[src/sv/cd_pkg.sv]
`default_nettype none
// ----------------------------------------------------------------------------
// cd_pkg
// Types and constants shared by the complex divider modules.
// ----------------------------------------------------------------------------
package cd_pkg;

  localparam int DATA_WIDTH = 16;
  localparam int FRAC_BITS  = 16;
  localparam int OUT_W      = 48;

  // product, numerator, magnitude, divisor, dividend and saturation widths
  localparam int PROD_W = 2 * DATA_WIDTH;
  localparam int NUM_W  = 2 * DATA_WIDTH + 1;
  localparam int MAG_W  = 2 * DATA_WIDTH;
  localparam int DIV_W  = 2 * DATA_WIDTH;
  localparam int DVD_W  = MAG_W + FRAC_BITS;
  localparam int SAT_W  = ((DVD_W > OUT_W) ? DVD_W : OUT_W) + 1;

  // accept edge to result strobe, in cycles
  localparam int LATENCY = DVD_W + 4;

  localparam logic [SAT_W-1:0] NEG_LIM = SAT_W'(1) << (OUT_W - 1);
  localparam logic [SAT_W-1:0] POS_LIM = NEG_LIM - SAT_W'(1);

  typedef struct packed {
    logic signed [DATA_WIDTH-1:0] num_real;
    logic signed [DATA_WIDTH-1:0] num_imag;
    logic signed [DATA_WIDTH-1:0] den_real;
    logic signed [DATA_WIDTH-1:0] den_imag;
  } operand_t;

  typedef struct packed {
    logic signed [OUT_W-1:0] quotient_real;
    logic signed [OUT_W-1:0] quotient_imag;
    logic                    divide_by_zero;
  } result_t;

  typedef struct packed {
    logic [DVD_W-1:0] dvd;
    logic [DVD_W-1:0] quo;
    logic [DIV_W-1:0] rem;
    logic             neg;
  } lane_t;

  typedef struct packed {
    logic             valid;
    logic             dz;
    logic [DIV_W-1:0] den;
    lane_t            re;
    lane_t            im;
  } cell_t;

endpackage
`default_nettype wire

[src/sv/cd_cell.sv]
`default_nettype none
// ----------------------------------------------------------------------------
// cd_cell
// One restoring-division step for both quotient parts: shifts in one
// dividend bit, subtracts the divisor when it fits, emits one quotient bit.
// ----------------------------------------------------------------------------
module cd_cell (
  input  wire logic          clk,
  input  wire logic          rst,
  input  wire cd_pkg::cell_t cin,
  output cd_pkg::cell_t      cout
);

  function automatic cd_pkg::lane_t step(input cd_pkg::lane_t l,
                                         input logic [cd_pkg::DIV_W-1:0] den);
    logic [cd_pkg::DIV_W:0] t;
    logic [cd_pkg::DIV_W:0] d;
    logic [cd_pkg::DIV_W:0] diff;
    logic                   fit;
    cd_pkg::lane_t          o;
    t    = {l.rem, l.dvd[cd_pkg::DVD_W-1]};
    d    = {1'b0, den};
    diff = t - d;
    fit  = (t >= d);
    o.rem = fit ? diff[cd_pkg::DIV_W-1:0] : t[cd_pkg::DIV_W-1:0];
    o.dvd = l.dvd << 1;
    o.quo = {l.quo[cd_pkg::DVD_W-2:0], fit};
    o.neg = l.neg;
    return o;
  endfunction

  cd_pkg::cell_t cout_next;

  always_comb begin
    cout_next    = cin;
    cout_next.re = step(cin.re, cin.den);
    cout_next.im = step(cin.im, cin.den);
  end

  always_ff @(posedge clk) begin
    if (rst) begin
      cout <= '0;
    end else begin
      cout <= cout_next;
    end
  end

endmodule
`default_nettype wire

[config.mk]
export PLATFORM = sky130hd
export DESIGN_NAME = cd_cell
export DESIGN_NICKNAME = d
export VERILOG_FILES = /design/src/sv/cd_pkg.sv /design/src/sv/cd_cell.sv
export SDC_FILE = /design/constraint.sdc
export NUM_CORES = 1
export LEC_CHECK = 0
export BUFFER_PORTS_ARGS = -buffer_cell sky130_fd_sc_hd__buf_4
export CORE_AREA = 2 2 225 227
export CTS_BUF_LIST = sky130_fd_sc_hd__clkbuf_4 sky130_fd_sc_hd__clkbuf_8
export DETAILED_ROUTE_END_ITERATION = 10
export DIE_AREA = 0 0 227 229
export REMOVE_ABC_BUFFERS = 1
export SLEW_MARGIN = 20
export SYNTH_ARGS = -nofsm -noshare
export SYNTH_HDL_FRONTEND = slang
export SYNTH_SLANG_ARGS = --single-unit
[constraint.sdc]
create_clock -name clk -period 4.1 [get_ports clk]
set_clock_uncertainty 0.2 [all_clocks]
set_input_delay 0.41 -clock clk [delete_from_list [all_inputs] [get_ports clk]]
set_output_delay 0.41 -clock clk [all_outputs]
set_load 0.02 [all_outputs]
Word level (Yosys, flattened, before mapping):

Index checks and enable logic that the tools add are counted.

* add/sub/neg operators: 2
* order comparisons: 2
* mux-type cells: 2

Operators by type and width (count)
* greater-or-equal comparator 33 x 32 -> 1 bit: 2
* two-way mux 32 bit: 2
* subtractor 32 bit: 2

* register bits after elaboration: 292
* output and inout port bits: 292
* logic and storage cells: 19

Longest topological paths before layout:

* depth after elaboration: 2
* mapped depth: 13

Least setup slack after synthesis:

Ideal clock, no wire load.

* kind: input port to flip-flop
* from: input cin[257] (netlist bit)
* to: register cout[158] (netlist bit)
* setup time: 0.060 ns
* arrival: 2.779 ns
* required time: 3.840 ns
* setup slack: 1.061 ns
* stages on the path: 11
* buffers on the path: 0
* path through: inv_1 > ha_1 > fa_1 > nand2b_1 > a21oi_1 > o21ai_2 > a2111oi_1 > o211a_1 > o211ai_1 > a2111oi_0 > a311o_1

* longest elaborated chain between the ends: 2

RTL lines
* start: declaration: RTL line cd_cell.sv:10 `input wire cd_pkg::cell_t cin,`
* subtractor 32 bit or greater-or-equal comparator 33 x 32 -> 1 bit (tied branches): RTL line cd_cell.sv:23, cd_cell.sv:24
* two-way mux 32 bit (*): RTL line cd_cell.sv:25 `o.rem = fit ? diff[cd_pkg::DIV_W-1:0] : t[cd_pkg::DIV_W-1:0];`
* end signal: assignment: RTL line cd_cell.sv:44 `cout <= cout_next;`
* end: declaration: RTL line cd_cell.sv:11 `output cd_pkg::cell_t cout`

Mark *: on every way between the ends. The rest lies on a longest branch, timed or not.
A chain may end at the register's enable or synchronous reset.

Final worst setup path:

* from: input cin[271] (netlist bit)
* to: register cout[28] (netlist bit)

Same word-level chain as after synthesis.

==> out/metrics.yaml <==
grt_pass1_vias: 13800
rsz0062_at_grt: "no"
p_int_mw: 5.81
ys_seq_elements: 290
crit_path_start_kind: "input port"
hp-class: "input port to flip-flop"
fmax_mhz: 253
grt_pass1_wl_um: 84700
required_ns: 4.49
htree_levels: 2
postCtsSetupBuffers: 0
synth_seq_area_share_pct: 48.1
min_delay_path_depth: 4
design_area_um2: 21700
fp.dieH_um: 229
path_max_fanout: 17
syn_area_um2: 12100
start_util_pct: 24.3
cts.sinks: 290
largest_register: "cout"
wl_per_cell_um: 20.1
drive_gt1_share_pct: 31.3
seqPwrFrac_pct: 37.1
crit_arrival_ns: 4.35
nNetsFinal: 2570
min_period_ns: 3.96
synthArstFlopShare_pct: 0
dieArea_um2: 52000
synth.largest_area_cell: "dfxtp_1"
clockPowerShare_pct: 37.1
slew_viol_final: 0
place_area_um2: 17100
die_w_um: 227
synth_top_area_share_pct: 48.1
synth_edf_count: 0
cts_made_buffers: 54
netlist_instances: 1292
ys_types: 70
critical_path_class: "input port to flip-flop"
setup_slack_ns: 0.145
std_cell_rows: 82
globalRouteTotalUtil_pct: 21.8
worst_setup_path_end_kind: "flip-flop"
ys_warn_count: 0
dp.final_hpwl_um: 43800
synthToLayoutAreaGrowth_pct: 79.7
pin_count: 586
largest_register_ffs: 290
clockRootBuffer: "clkbuf_8"
antenna_found_initial: 9
synthTopCellsByArea: "dfxtp_1, nor2b_1, ha_1"
cellLeakagePower_nw: 10.3
routabilityCongestion: 0.885
clockBufferDepth: 3
p_per_area_nw_per_um2: 384
ir_worst_vdd_uv: 284
hp-start: "cin[270]"
ant_nets: 0
dp_cells: 2494
avgSynthCellArea_um2: 9.34
p_comb_share_pct: 25.9
place_ws_ns: 0.406
top_regs: "cout (290)"
via_count: 12900
cts_tree: "yes"
synth.most_common_cell: "dfxtp_1"
period_share_pct: 96.5
status: "completed"
overflow: 0
p_sw_mw: 2.52
via_per_inst: 4.41
first_pass_iters: 5
swShare_pct: 30.3
slew_headroom_pct: 41.6
drc_errors: 0
hold-path-endpoint: "cout[270]"
cap_violations: 0
port_buffers: 581
clk_pin_slew_ns: 0.06
ys_top_cells_by_count: "dfxtp_1, nor2b_1, nor2_1, a21oi_1, ha_1"
report.final.setup_viol: 0
dr.first_iter.drc_count: 716
hold_violations: 0
core_area_um2: 49700
worst_pin_slew_ns: 0.877
grt_max_degree: 166
yosys_most_used_dff: "dfxtp_1"
finalWirelength_um: 58800
fin_cells: 2933
## cell families (layout without fill, tap and decap cells)
logic type | Yosys count | count (layout) | synth area share [%]
and+or+nand+nor | 475 | 475 | 20.9
DFF | 290 | 290 | 48.1
AOI/OAI and AO/OA | 266 | 266 | 14.6
buffers and inverters | 127 | 1086 | 4.27
adders and majority gates | 66 | 66 | 6.97
xor gates and xnor gates | 39 | 39 | 2.83
muxes | 28 | 28 | 2.33
other | 1 | 11 | 0.0311
## critical path: stages
cell,delay [ns]
dlygate4sd3_1,0.53
buf_4,0.10
inv_1,0.10
ha_1,0.44
nand4_1,0.24
nor2b_1,0.22
nand4_1,0.12
a31o_1,0.24
a2111o_1,0.47
and2_2,0.36
or3b_1,0.41
a21oi_1,0.14
dlygate4sd3_1,0.55
## through the flow
step	util [%]	power, mW	hold WS [ns]	TNS [ns]
floorplan	-	4.10	0.277	-3.83
global placement	34.5	4.99	0.419	0
detailed placement	34.5	5.00	0.425	0
CTS	43.6	8.44	0.0182	0
global route	43.7	8.74	0.0279	0
finish	43.7	8.33	0.0573	0
## repair_timing
item / 4_1_cts / 5_1_grt
hold buffers: 332 / 0
endpoints found under the hold margin: 286 / 0
setup endpoints to repair: 0 / 7
gates resized for setup: 0 / 2
## cell type report
cell class,count,area [µm²]
clock buffer,82,1030
inverter,60,225
clock inverter,16,156
fill,4776,28000
antenna,9,22.5
sequential,290,5810
tap,672,841
timing repair buffer,928,7830
multi-input combinational,876,5780
## routing by layer
layer	track usage, %	vias to the layer above	wire length, µm
met5	0	-	58
met4	12.0	6	3340
met3	5.09	134	3860
met2	38.9	482	29200
met1	23.5	6023	22400
li1	-	6275	-
## how the worst max path moves through the flow
stage          startpoint   endpoint  slack (ns)
2_1_floorplan    cin[264]  cout[155]       -0.29
3_3_place_gp     cin[270]   cout[28]        0.45
3_5_place_dp     cin[270]    cout[9]        0.41
4_1_cts           cin[12]   cout[28]        0.13
5_1_grt          cin[271]   cout[28]        0.04
6_report         cin[271]   cout[28]        0.14
## power by group through the flow
| stage | combinational (mW) | sequential [mW] | clock, mW |
|---|---|---|---|
| finish | 2.16 | 3.09 | 3.09 |
| CTS | 2.15 | 3.09 | 3.20 |
| floorplan | 0.700 | 3.40 | 0 |
| global route | 2.30 | 3.10 | 3.33 |
| detailed placement | 1.85 | 3.14 | 0 |
| global placement | 1.85 | 3.14 | 0 |
## layout by cell type, fill, tap and decap left out, types with 21 or more instances in the layout
master         synthesis  routed
buf_4                  4     593
dlygate4sd3_1          0     332
dfxtp_1              290     290
nor2b_1              202     202
nor2_1               108     108
a21oi_1               79      79
clkbuf_8               0      67
ha_1                  64      64
inv_1                 59      59
nand2_1               57      57
xnor2_1               31      31
o21ai_0               30      30
a21o_1                30      30
mux2i_1               27      27
nor3_1                23      23
nand3_1               21      21
Note: power is estimated with default switching activity, not from simulation.
