`src/sv/cd_pkg.sv`:
```
`default_nettype none
// ----------------------------------------------------------------------------
// cd_pkg
// Types and constants shared by the complex divider modules.
// ----------------------------------------------------------------------------
package cd_pkg;

  localparam int DATA_WIDTH = 16;
  localparam int FRAC_BITS  = 16;
  localparam int OUT_W      = 48;

  // product, numerator, magnitude, divisor, dividend and saturation widths
  localparam int PROD_W = 2 * DATA_WIDTH;
  localparam int NUM_W  = 2 * DATA_WIDTH + 1;
  localparam int MAG_W  = 2 * DATA_WIDTH;
  localparam int DIV_W  = 2 * DATA_WIDTH;
  localparam int DVD_W  = MAG_W + FRAC_BITS;
  localparam int SAT_W  = ((DVD_W > OUT_W) ? DVD_W : OUT_W) + 1;

  // accept edge to result strobe, in cycles
  localparam int LATENCY = DVD_W + 4;

  localparam logic [SAT_W-1:0] NEG_LIM = SAT_W'(1) << (OUT_W - 1);
  localparam logic [SAT_W-1:0] POS_LIM = NEG_LIM - SAT_W'(1);

  typedef struct packed {
    logic signed [DATA_WIDTH-1:0] num_real;
    logic signed [DATA_WIDTH-1:0] num_imag;
    logic signed [DATA_WIDTH-1:0] den_real;
    logic signed [DATA_WIDTH-1:0] den_imag;
  } operand_t;

  typedef struct packed {
    logic signed [OUT_W-1:0] quotient_real;
    logic signed [OUT_W-1:0] quotient_imag;
    logic                    divide_by_zero;
  } result_t;

  typedef struct packed {
    logic [DVD_W-1:0] dvd;
    logic [DVD_W-1:0] quo;
    logic [DIV_W-1:0] rem;
    logic             neg;
  } lane_t;

  typedef struct packed {
    logic             valid;
    logic             dz;
    logic [DIV_W-1:0] den;
    lane_t            re;
    lane_t            im;
  } cell_t;

endpackage
`default_nettype wire

```
`src/sv/cd_front.sv`:
```
`default_nettype none
// ----------------------------------------------------------------------------
// cd_front
// Operand register, products, and numerator / magnitude sums feeding the
// divider chain.
// ----------------------------------------------------------------------------
module cd_front (
  input  wire logic             clk,
  input  wire logic             rst,
  input  wire logic             start,
  input  wire cd_pkg::operand_t operand,
  output cd_pkg::cell_t         head
);

  cd_pkg::operand_t op;
  logic             v1;
  logic             v2;
  logic signed [cd_pkg::PROD_W-1:0] p_rr, p_ii, p_ir, p_ri, p_bb, p_cc;

  logic signed [cd_pkg::NUM_W-1:0] nr, ni;
  logic [cd_pkg::DIV_W-1:0]        m;
  logic [cd_pkg::MAG_W-1:0]        mag_r, mag_i;
  cd_pkg::cell_t                   head_next;

  always_ff @(posedge clk) begin
    op <= operand;
    p_rr <= op.num_real * op.den_real;
    p_ii <= op.num_imag * op.den_imag;
    p_ir <= op.num_imag * op.den_real;
    p_ri <= op.num_real * op.den_imag;
    p_bb <= op.den_real * op.den_real;
    p_cc <= op.den_imag * op.den_imag;
    if (rst) begin
      v1 <= 1'b0;
      v2 <= 1'b0;
    end else begin
      v1 <= start;
      v2 <= v1;
    end
  end

  always_comb begin
    nr = cd_pkg::NUM_W'(p_rr) + cd_pkg::NUM_W'(p_ii);
    ni = cd_pkg::NUM_W'(p_ir) - cd_pkg::NUM_W'(p_ri);
    // both squares are non-negative, so the sum fits unsigned
    m  = cd_pkg::DIV_W'(p_bb) + cd_pkg::DIV_W'(p_cc);
    mag_r = nr[cd_pkg::NUM_W-1] ? cd_pkg::MAG_W'(-nr) : cd_pkg::MAG_W'(nr);
    mag_i = ni[cd_pkg::NUM_W-1] ? cd_pkg::MAG_W'(-ni) : cd_pkg::MAG_W'(ni);

    head_next.valid  = v2;
    head_next.dz     = (m == '0);
    head_next.den    = m;
    head_next.re.dvd = cd_pkg::DVD_W'(mag_r) << cd_pkg::FRAC_BITS;
    head_next.re.quo = '0;
    head_next.re.rem = '0;
    head_next.re.neg = nr[cd_pkg::NUM_W-1];
    head_next.im.dvd = cd_pkg::DVD_W'(mag_i) << cd_pkg::FRAC_BITS;
    head_next.im.quo = '0;
    head_next.im.rem = '0;
    head_next.im.neg = ni[cd_pkg::NUM_W-1];
  end

  always_ff @(posedge clk) begin
    if (rst) begin
      head <= '0;
    end else begin
      head <= head_next;
    end
  end

endmodule
`default_nettype wire

```
`config.mk`:
```
export PLATFORM = sky130hd
export DESIGN_NAME = cd_front
export DESIGN_NICKNAME = d
export VERILOG_FILES = /design/src/sv/cd_pkg.sv /design/src/sv/cd_front.sv
export SDC_FILE = /design/constraint.sdc
export NUM_CORES = 2
export LEC_CHECK = 0
export ABC_AREA = 1
export CAP_MARGIN = 5
export CORE_MARGIN = 2
export CORE_UTILIZATION = 55
export DETAILED_ROUTE_END_ITERATION = 16
export DONT_BUFFER_PORTS = 1
export PLACE_DENSITY_LB_ADDON = 0.12
export SLEW_MARGIN = 20
export SYNTH_ARGS = -nofsm -noshare
export SYNTH_HDL_FRONTEND = slang
export SYNTH_SLANG_ARGS = --single-unit
```
`constraint.sdc`:
```
create_clock -name clk -period 7.55 [get_ports clk]
set_input_delay 1.51 -clock clk [delete_from_list [all_inputs] [get_ports clk]]
set_output_delay 1.51 -clock clk [all_outputs]
set_load 0.02 [all_outputs]
```
After elaboration in Yosys (flattened, before gate mapping)
Cells that the tools add are included.
{"block": "classes", "n_addsub": 5, "n_mul": 6, "muxes": 2, "reduce_logical": 1}
{"cell": "multiplier 16 x 16 -> 32 bit", "n": 6}
{"cell": "two-way mux 32 bit", "n": 2}
{"cell": "negator 32 bit", "n": 2}
{"cell": "adder 32 x 32 -> 33 bit", "n": 1}
{"cell": "subtractor 32 x 32 -> 33 bit", "n": 1}
{"cell": "adder 32 bit", "n": 1}
{"cell": "logical NOT 32 bit", "n": 1}
{"block": "word_totals", "reg_bits": 550, "input_bits": 67}

Logic depth before layout (Yosys ltp)
{"block": "depth", "word_depth": 3, "ltp_mapped": 29, "depth_no_buf": 27}

Worst setup path before layout
No wires, ideal clock.
{"block": "synth_path", "path_kind": "flip-flop to flip-flop", "start": "register op[5] (netlist name)", "end": "register p_ri[31] (netlist name)", "t_arrival_ns": 5.755, "slack_ns": 1.671, "path_stages_with_launch": 23, "n_path_buf": 3, "period_less_slack_ns": 5.879, "path_cell_list": "dfxtp_1 clkbuf_1 clkbuf_1 clkbuf_1 nand2_1 fa_1 inv_1 fa_1 fa_1 fa_1 fa_1 inv_1 fa_1 inv_1 ha_1 nand2_1 nor4_1 nand4_1 nand3_1 a21oi_1 o21ai_0 a21oi_1 xor2_1"}
{"block": "synth_between", "elab_chain_len": 1}
{"item": "from (decl)", "line_no": "cd_front.sv:15", "rtl": "cd_pkg::operand_t op;"}
{"item": "from (signal assigned)", "line_no": "cd_front.sv:26", "rtl": "op <= operand;"}
{"item": "multiplier 16 x 16 -> 32 bit", "line_no": "cd_front.sv:30", "rtl": "p_ri <= op.num_real * op.den_imag;"}
{"item": "to (signal assigned)", "line_no": "cd_front.sv:30"}
{"item": "to (decl)", "line_no": "cd_front.sv:18", "rtl": "logic signed [cd_pkg::PROD_W-1:0] p_rr, p_ii, p_ir, p_ri, p_bb, p_cc;"}
Every way passes these cells.
A chain may end at the register's enable or synchronous reset.

Worst setup path after layout
{"block": "layout_path", "start": "register op[55] (netlist name)", "end": "register p_rr[22] (netlist name)"}
{"block": "layout_between", "elab_chain_len": 1}
{"item": "multiplier 16 x 16 -> 32 bit", "line_no": "cd_front.sv:27", "rtl": "p_rr <= op.num_real * op.den_real;"}
{"item": "to (signal assigned)", "line_no": "cd_front.sv:27"}
{"item": "to (decl)", "line_no": "cd_front.sv:18"}
Every way passes these cells.

==> metrics.md <==
| Metric | Value |
|---|---|
| Status | `complete, no violations` |
| Compound-gate portion of the synthesized area | `0.0416` |
| Fin area | `79600 um^2` |
| CP top delay family | `adder cells` |
| CTS clk-pin slew, worst paths | `0.07 ns` |
| Iteration-0 DRC Markers | `3356` |
| Core Util, Final | `0.578` |
| Post-synth ARST share | `0` |
| Worst path arrival time | `7.46 ns` |
| Gr busiest metal | `met2` |
| Simple-gate portion of the synthesized area | `0.161` |
| Sequential fraction of the synthesis area | `0.0933` |
| DP Area | `77900 um^2` |
| Setup Fix Bufs, Post-CTS | `0` |
| Post-DP HPWL | `164000 um` |
| WS Path Type | `flip-flop to flip-flop` |
| Register bit total from synthesis | `356` |
| Die height | `377 um` |
| CTS sink count | `356` |
| DRC Markers | `0` |
| Global-route wire length before repair | `319000 um` |
| Pin count of the biggest net entering global routing | `59` |
| Final setup vio count | `0` |
| Syn avg cell area | `7.84 um^2` |
| Slew HR | `0.293` |
| Post-CTS sizing | `0` |
| Top cells by area, synth | `fa_1 40%, inv_1 14%, nand2_1 11%` |
| Grt total ovfl | `0` |
| Core footprint | `138000 um^2` |
| Starting Density | `0.555` |
| Unrepaired setup endpoints after global routing | `false` |
| Top-area cell type share of the netlist area | `0.397` |
| Unique masters post-synth | `53` |
| Area grow syn2layout | `4.20%` |
| WL final | `193000 um` |
| Grt met1 use | `0.379` |
| CTS Root Cell | `clkbuf_16` |
| Leading area contributor after synthesis | `fa_1` |
| Hold Crit Class | `flip-flop to flip-flop` |
| Fin crit share | `0.917` |
| Clock Path Buffers | `3` |
| Maxcap violations | `0` |
| Met3 Usage GRT | `0.0413` |
| Die Wd | `377 um` |
| Adder and majority cell fraction of the synthesized area | `0.498` |
| M2 GR Usage | `0.474` |
| Total negative slack | `0 ns` |
| Final Critical Period | `6.92 ns` |
| Fill count | `12900` |
| Post-synthesis mux area share | `0` |
| CTS tree | `done` |
| Synth warnings | `0` |
| Final Max Tran Viols | `0` |
| Ports | `359` |
| Gpl congestion | `0.926` |
| Crit path launch | `op[55]$_DFF_P_` |
| Row count | `136` |
| Worst skew pair latency | `0.67 ns` |
| Post-synth EDFFs | `0` |
| Final nets | `11800` |
| TritonRoute pass-1 iters | `6` |
| TritonCTS Buffers | `48` |
| Post-Synthesis Cells | `9743` |
| Antenna-violating nets left | `0` |
| Hold WS | `0.408 ns` |
| WL/cell | `16.8 um` |
| Required @ worst endpoint | `8.09 ns` |
| CP max-delay cell | `dfxtp_1` |
| All-Layer GR Usage | `0.284` |
| Number of global-route vias before repair | `60600` |
| CP cell instances | `buf_4 > nand2_1 > fa_1 > inv_1 > fa_1 > inv_1 > fa_1 > inv_1 > fa_1 > fa_1 > inv_1 > fa_1 > inv_1 > ha_1 > nand4_1 > nor3_1 > a21oi_1 > o21ai_0 > a21oi_1 > xnor2_1` |
| Via density per instance | `5.00` |
| Slew @ Worst Pin | `1.06 ns` |
| Primary FF master, synth | `dfxtp_1` |
| Reg2reg start | `op[55]$_DFF_P_` |
| Detailed-route via count | `57400` |
| CP bufs+invs | `6` |
| XOR/XNOR share of the synthesized area | `0.0308` |
| Area of the mapped netlist | `76400 um^2` |
| Hold_sp | `v2$_SDFF_PP0_` |
| Fmax | `145 MHz` |
| Final hold violations | `0` |
| H-tree levels | `2` |
| Slowest stage delay, CP | `0.75 ns` |
| Antenna violations before repair | `20` |
| Nature of the critical path endpoint | `flip-flop` |
| Hold buffer count at cts | `0` |
| Die ar. | `142000 um^2` |
| Largest family of logic cells by synthesized area | `adder cells` |
| Clk_skew | `0.0326 ns` |
| Setup crit start kind | `flip-flop` |
| Fraction of layout cells with a size suffix above 1 | `0.0352` |
| CP Max Fanout | `19` |
| Port Buffers | `0` |
| CP dominant cell by count | `fa_1` |
tightest hold or removal path, stage by stage, from the launching register on:
cell and delay, ns:
dfxtp_1 0.30, inv_1 0.04, nor2_1 0.03
cells by family (layout without fill, tap and decap cells):
logic type	count (synthesis)	after routing
other	1	206
AO/OA/AOI/OAI	571	571
XOR/XNOR	265	265
AND/OR/NAND/NOR	3052	3052
adder cells (fa/ha/maj)	2129	2129
buffers and inverters	3369	3115
flip-flops	356	356
Yosys cell counts, types with 10 or more instances:
master,number
o21ai_0,114
nor2_2,21
nand3_1,168
fa_1,1516
xor2_1,149
nand2_2,20
nor2_1,438
clkbuf_1,195
or2_2,10
buf_1,73
o21a_1,17
and3_1,10
o21ai_1,10
dfxtp_1,356
buf_4,194
a31oi_1,39
a21oi_1,313
nor3_1,58
nand4_1,67
ha_1,613
inv_2,14
nand3_2,13
o21bai_1,21
inv_1,2882
xnor2_1,112
nand2_1,2208
and2_1,11
routing by layer:
metal  vias up  part of all wire
li1      27400                 -
met1     28200              0.42
met2      1550              0.48
met3       276             0.062
met4        22             0.037
met5         -           0.00071
flip-flops by register name, summed over array words and instances, names as in the netlist, 31 cells and up:
signal / cells
p_bb: 31
p_ri: 32
p_cc: 31
head: 100
p_ir: 32
p_ii: 32
p_rr: 32
op: 64
path summary, 6_finish.rpt:
check | to | slack (ns) | cells past startpoint
worst max-delay path | p_rr[22]$_DFF_P_ | 0.63 | 20
worst min-delay path | head[291]$_SDFF_PP0_ | 0.41 | 2
worst max register to register | p_rr[22]$_DFF_P_ | 0.63 | 20
worst min register to register | head[291]$_SDFF_PP0_ | 0.41 | 2
through the flow:
step / setup slack, ns / std cells
2_1_floorplan: 1.67 / 9934
3_3_place_gp: 0.803 / 11400
3_5_place_dp: 0.770 / 11400
4_1_cts: 0.767 / 11500
5_1_grt: 0.332 / 11500
6_report: 0.630 / 11500
cell type report:
cell class | instances | area [um^2] | area share
diodes | 14 | 35.0 | 0.000440
flip-flops and latches | 356 | 7160 | 0.0900
inverters | 2897 | 10900 | 0.137
multi-input cells | 6209 | 56600 | 0.711
clock buffers | 59 | 1290 | 0.0162
clock inverters | 27 | 339 | 0.00426
repair buffers | 132 | 1070 | 0.0134
well taps | 1794 | 2240 | 0.0282
cells in the final DEF (no fill, tap or decap), types with 9 or more instances in the layout:
cell	n
buf_4	126
nand2_2	20
nand4_1	67
nand2_1	2208
xor2_1	149
or2_2	10
and2_1	11
xnor2_1	112
dfxtp_1	326
dfxtp_2	30
o21ai_1	10
and3_1	10
a21o_1	9
inv_1	2882
a31oi_1	39
a211oi_1	9
nand3_2	13
diode_2	14
a21oi_1	313
o21a_1	17
ha_1	613
nand3_1	168
nor2_1	438
fa_1	1516
conb_1	192
nor3_1	58
o21ai_0	114
clkbuf_16	48
o21bai_1	21
nor2_2	21
inv_2	14
inv_6	10
Power is not shown: default switching activity piles up to over one toggle a cycle in this logic, so the estimate is an artifact.
